## src/hw/rtl/sha256_compression_core_defines.svh

```systemverilog
// Assertion macros shared by the compression core
`ifndef SHA256_COMPRESSION_CORE_DEFINES_SVH
`define SHA256_COMPRESSION_CORE_DEFINES_SVH

// Same-cycle implication, clocked on clk_i, off while rst_ni is low
`define SHAC_ASSERT_SAME(lbl, ante, cons, msg) \
  lbl: assert property (@(posedge clk_i) disable iff (!rst_ni) (ante) |-> (cons)) \
    else $error(msg);

// Next-cycle implication, clocked on clk_i, off while rst_ni is low
`define SHAC_ASSERT_NEXT(lbl, ante, cons, msg) \
  lbl: assert property (@(posedge clk_i) disable iff (!rst_ni) (ante) |=> (cons)) \
    else $error(msg);

`endif

```

## src/hw/rtl/sha256c_pkg.sv

```systemverilog
package sha256c_pkg;

  localparam int unsigned WordW    = 32;
  localparam int unsigned NumRound = 64;
  localparam int unsigned RoundW   = $clog2(NumRound);

  typedef struct packed {
    logic [WordW-1:0] msg_word;
    logic             start_message;
    logic             end_message;
  } in_item_t;

  typedef struct packed {
    logic [WordW-1:0] digest_word;
    logic             digest_last;
  } out_item_t;

  typedef enum logic [3:0] {
    StLoad   = 4'b0001,
    StRound  = 4'b0010,
    StUpdate = 4'b0100,
    StEmit   = 4'b1000
  } ctrl_state_e;

  typedef struct packed {
    logic              load_word;
    logic              reload_iv;
    logic              iv_sel;
    logic              init_vars;
    logic              round_en;
    logic [RoundW-1:0] round_idx;
    logic              update_hash;
    logic [2:0]        emit_idx;
  } dp_cmd_t;

  localparam logic [WordW-1:0] Iv256 [8] = '{
    32'h6a09e667, 32'hbb67ae85, 32'h3c6ef372, 32'ha54ff53a,
    32'h510e527f, 32'h9b05688c, 32'h1f83d9ab, 32'h5be0cd19
  };

  localparam logic [WordW-1:0] Iv224 [8] = '{
    32'hc1059ed8, 32'h367cd507, 32'h3070dd17, 32'hf70e5939,
    32'hffc00b31, 32'h68581511, 32'h64f98fa7, 32'hbefa4fa4
  };

  localparam logic [2:0] LastIdx256 = 3'd7;
  localparam logic [2:0] LastIdx224 = 3'd6;

  localparam logic [WordW-1:0] RoundK [NumRound] = '{
    32'h428a2f98, 32'h71374491, 32'hb5c0fbcf, 32'he9b5dba5,
    32'h3956c25b, 32'h59f111f1, 32'h923f82a4, 32'hab1c5ed5,
    32'hd807aa98, 32'h12835b01, 32'h243185be, 32'h550c7dc3,
    32'h72be5d74, 32'h80deb1fe, 32'h9bdc06a7, 32'hc19bf174,
    32'he49b69c1, 32'hefbe4786, 32'h0fc19dc6, 32'h240ca1cc,
    32'h2de92c6f, 32'h4a7484aa, 32'h5cb0a9dc, 32'h76f988da,
    32'h983e5152, 32'ha831c66d, 32'hb00327c8, 32'hbf597fc7,
    32'hc6e00bf3, 32'hd5a79147, 32'h06ca6351, 32'h14292967,
    32'h27b70a85, 32'h2e1b2138, 32'h4d2c6dfc, 32'h53380d13,
    32'h650a7354, 32'h766a0abb, 32'h81c2c92e, 32'h92722c85,
    32'ha2bfe8a1, 32'ha81a664b, 32'hc24b8b70, 32'hc76c51a3,
    32'hd192e819, 32'hd6990624, 32'hf40e3585, 32'h106aa070,
    32'h19a4c116, 32'h1e376c08, 32'h2748774c, 32'h34b0bcb5,
    32'h391c0cb3, 32'h4ed8aa4a, 32'h5b9cca4f, 32'h682e6ff3,
    32'h748f82ee, 32'h78a5636f, 32'h84c87814, 32'h8cc70208,
    32'h90befffa, 32'ha4506ceb, 32'hbef9a3f7, 32'hc67178f2
  };

  function automatic logic [WordW-1:0] rotr(input logic [WordW-1:0] x, input int unsigned n);
    rotr = (x >> n) | (x << (WordW - n));
  endfunction

  function automatic logic [WordW-1:0] big_sigma0(input logic [WordW-1:0] x);
    big_sigma0 = rotr(x, 2) ^ rotr(x, 13) ^ rotr(x, 22);
  endfunction

  function automatic logic [WordW-1:0] big_sigma1(input logic [WordW-1:0] x);
    big_sigma1 = rotr(x, 6) ^ rotr(x, 11) ^ rotr(x, 25);
  endfunction

  function automatic logic [WordW-1:0] small_sigma0(input logic [WordW-1:0] x);
    small_sigma0 = rotr(x, 7) ^ rotr(x, 18) ^ (x >> 3);
  endfunction

  function automatic logic [WordW-1:0] small_sigma1(input logic [WordW-1:0] x);
    small_sigma1 = rotr(x, 17) ^ rotr(x, 19) ^ (x >> 10);
  endfunction

endpackage

```

## src/hw/rtl/sha256c_dp.sv

```systemverilog
module sha256c_dp import sha256c_pkg::*; (
  input  logic             clk_i,
  input  logic             rst_ni,
  input  dp_cmd_t          cmd_i,
  input  logic [WordW-1:0] msg_word_i,
  output logic [WordW-1:0] digest_word_o
);

  logic [WordW-1:0] hash_q [8];
  logic [WordW-1:0] win_q  [16];
  logic [WordW-1:0] var_q  [8];

  logic [WordW-1:0] w_next;
  logic [WordW-1:0] ch_val;
  logic [WordW-1:0] maj_val;
  logic [WordW-1:0] t1_val;
  logic [WordW-1:0] t2_val;

  always_comb begin
    w_next  = small_sigma1(win_q[14]) + win_q[9] + small_sigma0(win_q[1]) + win_q[0];
    ch_val  = (var_q[4] & var_q[5]) ^ (~var_q[4] & var_q[6]);
    maj_val = (var_q[0] & var_q[1]) ^ (var_q[0] & var_q[2]) ^ (var_q[1] & var_q[2]);
    t1_val  = var_q[7] + big_sigma1(var_q[4]) + ch_val + RoundK[cmd_i.round_idx] + win_q[0];
    t2_val  = big_sigma0(var_q[0]) + maj_val;
  end

  always_ff @(posedge clk_i) begin
    if (cmd_i.load_word || cmd_i.round_en) begin
      for (int i = 0; i < 15; i++) begin
        win_q[i] <= win_q[i+1];
      end
      win_q[15] <= cmd_i.load_word ? msg_word_i : w_next;
    end
  end

  always_ff @(posedge clk_i) begin
    if (cmd_i.init_vars) begin
      for (int i = 0; i < 8; i++) begin
        var_q[i] <= hash_q[i];
      end
    end else if (cmd_i.round_en) begin
      var_q[7] <= var_q[6];
      var_q[6] <= var_q[5];
      var_q[5] <= var_q[4];
      var_q[4] <= var_q[3] + t1_val;
      var_q[3] <= var_q[2];
      var_q[2] <= var_q[1];
      var_q[1] <= var_q[0];
      var_q[0] <= t1_val + t2_val;
    end
  end

  always_ff @(posedge clk_i or negedge rst_ni) begin
    if (!rst_ni) begin
      for (int i = 0; i < 8; i++) begin
        hash_q[i] <= Iv256[i];
      end
    end else if (cmd_i.reload_iv) begin
      for (int i = 0; i < 8; i++) begin
        hash_q[i] <= cmd_i.iv_sel ? Iv224[i] : Iv256[i];
      end
    end else if (cmd_i.update_hash) begin
      for (int i = 0; i < 8; i++) begin
        hash_q[i] <= hash_q[i] + var_q[i];
      end
    end
  end

  assign digest_word_o = hash_q[cmd_i.emit_idx];

endmodule

```

## src/hw/rtl/sha256c_ctrl.sv

```systemverilog
`include "sha256_compression_core_defines.svh"

module sha256c_ctrl import sha256c_pkg::*; (
  input  logic    clk_i,
  input  logic    rst_ni,
  input  logic    in_valid_i,
  output logic    in_stall_o,
  input  logic    start_i,
  input  logic    end_i,
  input  logic    cfg_valid_i,
  output logic    cfg_ready_o,
  input  logic    cfg_mode_i,
  output logic    out_valid_o,
  input  logic    out_stall_i,
  output logic    out_last_o,
  output dp_cmd_t cmd_o
);

  ctrl_state_e       state_q, state_d;
  logic [3:0]        word_cnt_q, word_cnt_d;
  logic [RoundW-1:0] round_q, round_d;
  logic [2:0]        emit_q, emit_d;
  logic [2:0]        last_idx_q, last_idx_d;
  logic              end_pend_q, end_pend_d;
  logic              mode_q;

  logic in_acc;
  logic out_acc;
  logic last_word;

  assign cfg_ready_o = 1'b1;
  assign in_stall_o  = (state_q != StLoad);
  assign out_valid_o = (state_q == StEmit);
  assign out_last_o  = (emit_q == last_idx_q);
  assign in_acc      = in_valid_i && !in_stall_o;
  assign out_acc     = out_valid_o && !out_stall_i;
  assign last_word   = (word_cnt_q == 4'd15);

  always_comb begin
    state_d    = state_q;
    word_cnt_d = word_cnt_q;
    round_d    = round_q;
    emit_d     = emit_q;
    last_idx_d = last_idx_q;
    end_pend_d = end_pend_q;

    cmd_o             = '0;
    cmd_o.iv_sel      = mode_q;
    cmd_o.round_idx   = round_q;
    cmd_o.emit_idx    = emit_q;

    unique case (state_q)
      StLoad: begin
        if (in_acc) begin
          cmd_o.load_word = 1'b1;
          cmd_o.reload_iv = start_i && (word_cnt_q == '0);
          cmd_o.init_vars = last_word;
          word_cnt_d      = word_cnt_q + 4'd1;
          end_pend_d      = end_pend_q | end_i;
          if (last_word) begin
            round_d = '0;
            state_d = StRound;
          end
        end
      end
      StRound: begin
        cmd_o.round_en = 1'b1;
        round_d        = round_q + RoundW'(1);
        if (round_q == RoundW'(NumRound - 1)) begin
          state_d = StUpdate;
        end
      end
      StUpdate: begin
        cmd_o.update_hash = 1'b1;
        if (end_pend_q) begin
          end_pend_d = 1'b0;
          emit_d     = '0;
          last_idx_d = mode_q ? LastIdx224 : LastIdx256;
          state_d    = StEmit;
        end else begin
          state_d = StLoad;
        end
      end
      StEmit: begin
        if (out_acc) begin
          emit_d = emit_q + 3'd1;
          if (out_last_o) begin
            state_d = StLoad;
          end
        end
      end
      default: begin
        state_d = StLoad;
      end
    endcase
  end

  always_ff @(posedge clk_i or negedge rst_ni) begin
    if (!rst_ni) begin
      state_q    <= StLoad;
      word_cnt_q <= '0;
      round_q    <= '0;
      emit_q     <= '0;
      last_idx_q <= LastIdx256;
      end_pend_q <= 1'b0;
      mode_q     <= 1'b0;
    end else begin
      state_q    <= state_d;
      word_cnt_q <= word_cnt_d;
      round_q    <= round_d;
      emit_q     <= emit_d;
      last_idx_q <= last_idx_d;
      end_pend_q <= end_pend_d;
      if (cfg_valid_i && cfg_ready_o) begin
        mode_q <= cfg_mode_i;
      end
    end
  end

  `SHAC_ASSERT_SAME(a_no_input_while_emit, out_valid_o, in_stall_o, "input taken during digest output")
  `SHAC_ASSERT_NEXT(a_block_starts_rounds, in_acc && last_word, (state_q == StRound) && (round_q == '0), "rounds did not start after block")
  `SHAC_ASSERT_NEXT(a_rounds_end_update, (state_q == StRound) && (round_q == RoundW'(NumRound - 1)), state_q == StUpdate, "hash update missed after last round")
  `SHAC_ASSERT_NEXT(a_last_word_returns, out_acc && out_last_o, (state_q == StLoad) && (word_cnt_q == '0), "core did not return to word loading")

endmodule

```

## src/hw/rtl/sha256_compression_core.sv

```systemverilog
// Channel  | Direction | Handshake              | Payload
// input    | in        | in_valid_i / in_stall_o | in_data_i  (msg_word, start/end flags)
// output   | out       | out_valid_o / out_stall_i | out_data_o (digest_word, digest_last)
// config   | in        | cfg_valid_i / cfg_ready_o | cfg_data_i (mode)
//
// Words of a block are taken one per cycle; after the sixteenth the core runs
// the 64 rounds and then one hash update.
// One shared round unit does one round per cycle.
// A final block adds 7 (SHA-224) or 8 (SHA-256) output words, one per transaction.
// Reset loads the SHA-256 initial values and clears mode; input stalls from the
// sixteenth word until rounds, the hash update and any digest output are done.
module sha256_compression_core import sha256c_pkg::*; (
  input  logic      clk_i,
  input  logic      rst_ni,
  input  logic      in_valid_i,
  output logic      in_stall_o,
  input  in_item_t  in_data_i,
  output logic      out_valid_o,
  input  logic      out_stall_i,
  output out_item_t out_data_o,
  input  logic      cfg_valid_i,
  output logic      cfg_ready_o,
  input  logic      cfg_data_i
);

  dp_cmd_t          cmd;
  logic [WordW-1:0] digest_word;
  logic             digest_last;

  sha256c_ctrl u_ctrl (
    .clk_i       (clk_i),
    .rst_ni      (rst_ni),
    .in_valid_i  (in_valid_i),
    .in_stall_o  (in_stall_o),
    .start_i     (in_data_i.start_message),
    .end_i       (in_data_i.end_message),
    .cfg_valid_i (cfg_valid_i),
    .cfg_ready_o (cfg_ready_o),
    .cfg_mode_i  (cfg_data_i),
    .out_valid_o (out_valid_o),
    .out_stall_i (out_stall_i),
    .out_last_o  (digest_last),
    .cmd_o       (cmd)
  );

  sha256c_dp u_dp (
    .clk_i         (clk_i),
    .rst_ni        (rst_ni),
    .cmd_i         (cmd),
    .msg_word_i    (in_data_i.msg_word),
    .digest_word_o (digest_word)
  );

  assign out_data_o.digest_word = digest_word;
  assign out_data_o.digest_last = digest_last;

endmodule

```

## config.mk

```make
export PLATFORM = sky130hd
export DESIGN_NAME = sha256_compression_core
export DESIGN_NICKNAME = d
export VERILOG_FILES = /design/src/hw/rtl/sha256c_pkg.sv /design/src/hw/rtl/sha256c_dp.sv /design/src/hw/rtl/sha256c_ctrl.sv /design/src/hw/rtl/sha256_compression_core.sv
export VERILOG_INCLUDE_DIRS = /design/src /design/src/hw/rtl
export SDC_FILE = /design/constraint.sdc
export NUM_CORES = 2
export LEC_CHECK = 0
export ABC_AREA = 1
export CORE_ASPECT_RATIO = 0.5
export CORE_MARGIN = 2
export CORE_UTILIZATION = 25
export DETAILED_ROUTE_END_ITERATION = 8
export DONT_BUFFER_PORTS = 1
export PLACE_DENSITY = 0.35
export SLEW_MARGIN = 20
export SYNTH_ARGS = -nofsm -noshare
export SYNTH_HDL_FRONTEND = slang
export SYNTH_SLANG_ARGS = --single-unit
```

## constraint.sdc

```tcl
create_clock -name clk_i -period 25 [get_ports clk_i]
set_input_delay 5 -clock clk_i [delete_from_list [all_inputs] [get_ports clk_i]]
set_output_delay 5 -clock clk_i [all_outputs]
set_load 0.01 [all_outputs]
```

==> impl_metrics.env <==
export IMPL_max_stage_delay_ns=0.62
export IMPL_rows=139
export IMPL_clk_pin_slew_ns=0.07
export IMPL_io_pin_count=76
export IMPL_rrSetupSlack_ns=15.16
export IMPL_syn_nets=9265
export IMPL_routed_wl_mm=368
export IMPL_worstReg2RegStart="u_ctrl.round_q[1]"
export IMPL_r2r_end="u_dp.var_q[0][21]"
export IMPL_synth_xor_area_frac=0.0506
export IMPL_ys_seq_area_frac=0.417
export IMPL_worstSetupPathType="reg -> reg"
export IMPL_grt_overflow=0
export IMPL_synth_cell_types=63
export IMPL_ant_nets=0
export IMPL_grtUsageMet2=0.399
export IMPL_timing_fmax_ghz=0.102
export IMPL_cp_max_fo=13
export IMPL_setup_viol=0
export IMPL_start_util=0.252
export IMPL_finalSetupTns_ns=0
export IMPL_cp_data_arrival_time_ns=10.37
export IMPL_ys_ff_latch=1044
export IMPL_synthArstFlopShare=0.264
export IMPL_synth_compound_area_frac=0.154
export IMPL_fin_worst_skew_ns=0.0772
export IMPL_cts_hold_buf=0
export IMPL_synth_cells=8637
export IMPL_synth_simple_gate_area_share=0.179
export IMPL_synth_enable_flop_cells=768
export IMPL_grt_pass1_wl_mm=504
export IMPL_rsz0062_at_grt="no"
export IMPL_endpoint_kind="register"
export IMPL_postCtsResizedCells=0
export IMPL_syn_area_um2=72300
export IMPL_required_ns=25.53
export IMPL_hold_viol_final=0
export IMPL_hpwl_mm=292
export IMPL_syn_to_final_growth_pct=11.4
export IMPL_synthMuxAreaShare=0
export IMPL_core_area_um2=287000
export IMPL_use_met3=0.0266
export IMPL_min_to="u_dp.win_q[0][44]"
export IMPL_hold_path_class="reg -> reg"
export IMPL_busiest_layer="met2"
export IMPL_dieHeight_um=384
export IMPL_grt_usage=0.245
export IMPL_port_buffers=0
export IMPL_clock_root_buffer="clkbuf_16"
export IMPL_slew_viol_final=0
export IMPL_post_cts_setup_buffers=0
export IMPL_crit_slowest_cell="a221oi_1"
export IMPL_yosysWarnings=0
export IMPL_rr_worst_depth=36
export IMPL_first_global_vias=61234
export IMPL_drtIter0Drc=6013
export IMPL_start_kind="register"
export IMPL_clockBufferDepth=3
export IMPL_synth_flop_cell="edfxtp_1"
export IMPL_cts_tree="yes"
export IMPL_synth_fa_ha_area_frac=0.122
export IMPL_relSlewSlack=0.0573
export IMPL_min_period_over_period=0.394
export IMPL_status="completed"
export IMPL_wl_per_cell_um=29.3
export IMPL_drv_cap=0
export IMPL_whs_path_depth=0
export IMPL_synth_avg_cell_area_um2=8.37
export IMPL_hold_path_startpoint="u_dp.win_q[0][76]"
export IMPL_drive_gt1_frac=0.0541
export IMPL_worst_slew_pin_slew_ns=1.41
export IMPL_met1_usage=0.344
export IMPL_vias_per_cell=4.98
export IMPL_clock_sinks=1044
export IMPL_synth_top_family_by_area="simple AND/OR/NAND/NOR gates"
export IMPL_h_tree_depth=3
export IMPL_drtPass1Iterations=6
export IMPL_grt_max_degree=277
export IMPL_dieArea_um2=294000
export IMPL_vias=62552
export IMPL_numCtsBuffers=111
export IMPL_place_gp_congestion=0.932
export IMPL_insertion_delay_ns=0.81
export IMPL_final_min_clock_period_ns=9.84
export IMPL_nNetsFinal=9206
export IMPL_antenna_found_initial=18
export IMPL_drc=0
export IMPL_path_common_cell="nand2_1"
export IMPL_dieWidth_um=765
==> flip-flops by register name (all words and copies together), names as in the netlist <==
name / cells
u_ctrl.emit_q: 3
u_ctrl.end_pend_q: 1
u_ctrl.last_idx_q: 1
u_ctrl.mode_q: 1
u_ctrl.round_q: 6
u_ctrl.state_q: 4
u_ctrl.word_cnt_q: 4
u_dp.hash_q: 256
u_dp.var_q: 256
u_dp.win_q: 512
==> synth_stat cells, types with 88 or more instances <==
library cell	count	area, um^2
a21oi_1	593	2970
a31oi_1	97	607
clkbuf_1	200	751
dfrtp_1	138	3450
dfstp_2	138	3630
edfxtp_1	768	23100
fa_1	195	3900
ha_1	393	4920
inv_1	1189	4460
nand2_1	1832	6880
nand3_1	413	2070
nand4_1	90	563
nor2_1	628	2360
o21ai_0	812	4060
o21bai_1	88	661
xnor2_1	176	1540
xor2_1	242	2120
==> through the flow <==
stage,util,worst slack [ns],area (um^2),hold slack (ns),instances
after floorplan,-,7.57,72300,0.400,8637
after global placement,0.268,15.17,76900,0.400,12340
after detailed placement,0.268,15.17,77000,0.405,12342
after CTS,0.280,15.17,80500,0.410,12552
after global routing,0.280,14.83,80500,0.419,12552
final,0.280,15.16,80500,0.410,12556
==> placed cells by master (no fill, tap or decap), types with 87 or more instances in the layout <==
cell type and instances:
o21bai_1 88, inv_1 1186, fa_1 195, edfxtp_1 768, dfstp_2 138, o21ai_0 810
a31oi_1 87, ha_1 393, xor2_1 242, nand2_1 1830, a21oi_1 593, buf_4 96
nand3_1 412, dfrtp_1 135, xnor2_1 176, nor2_1 625, nand4_1 90, clkbuf_16 111
==> worst max-delay path, delay by kind of cell, from the launching register on <==
family          cells  cell delay [ns]
xor+xnor            1             0.53
fa+ha+maj           7             3.35
compound gates      9             2.26
flops               1             0.60
buf+inv             7             1.08
simple gates       12             1.74
==> cell type report <==
type	count	area, um^2
fill	31361	207000
multi-input combinational	6121	36700
sequential	1044	30200
tap	3877	4850
inverter	1199	4510
clock buffer	149	2970
timing repair buffer	101	806
clock inverter	61	538
antenna	4	10.0
==> routing by layer <==
metal / up-vias / share of wire
met4: 8 / 0.033
li1: 28977 / -
met1: 31527 / 0.47
met3: 376 / 0.043
met2: 1664 / 0.45
met5: - / 0.00015
==> how the worst max path moves through the flow <==
stage / start / endpoint / slack, ns / cells after the start
global route: u_ctrl.round_q[1] / u_dp.var_q[0][21] / 14.83 / 34
global placement: in_valid_i / u_dp.win_q[0][51] / 15.17 / 8
CTS: u_ctrl.emit_q[0] / out_data_o[6] / 15.17 / 6
finish: u_ctrl.round_q[1] / u_dp.var_q[0][21] / 15.16 / 36
floorplan: in_valid_i / u_dp.win_q[0][0] / 7.57 / 5
detailed placement: in_valid_i / u_dp.win_q[0][51] / 15.17 / 8
==> logic make-up (layout without fill, tap and decap cells) <==
family          Yosys count  count (layout)
other cells               1               5
fa+ha+maj               589             589
simple gates           3137            3137
compound gates         1976            1976
xor+xnor                418             418
flops                  1044            1044
buf+inv                1472            1510
Power is not shown: default switching activity piles up to over one toggle a cycle in this logic, so the estimate is an artifact.
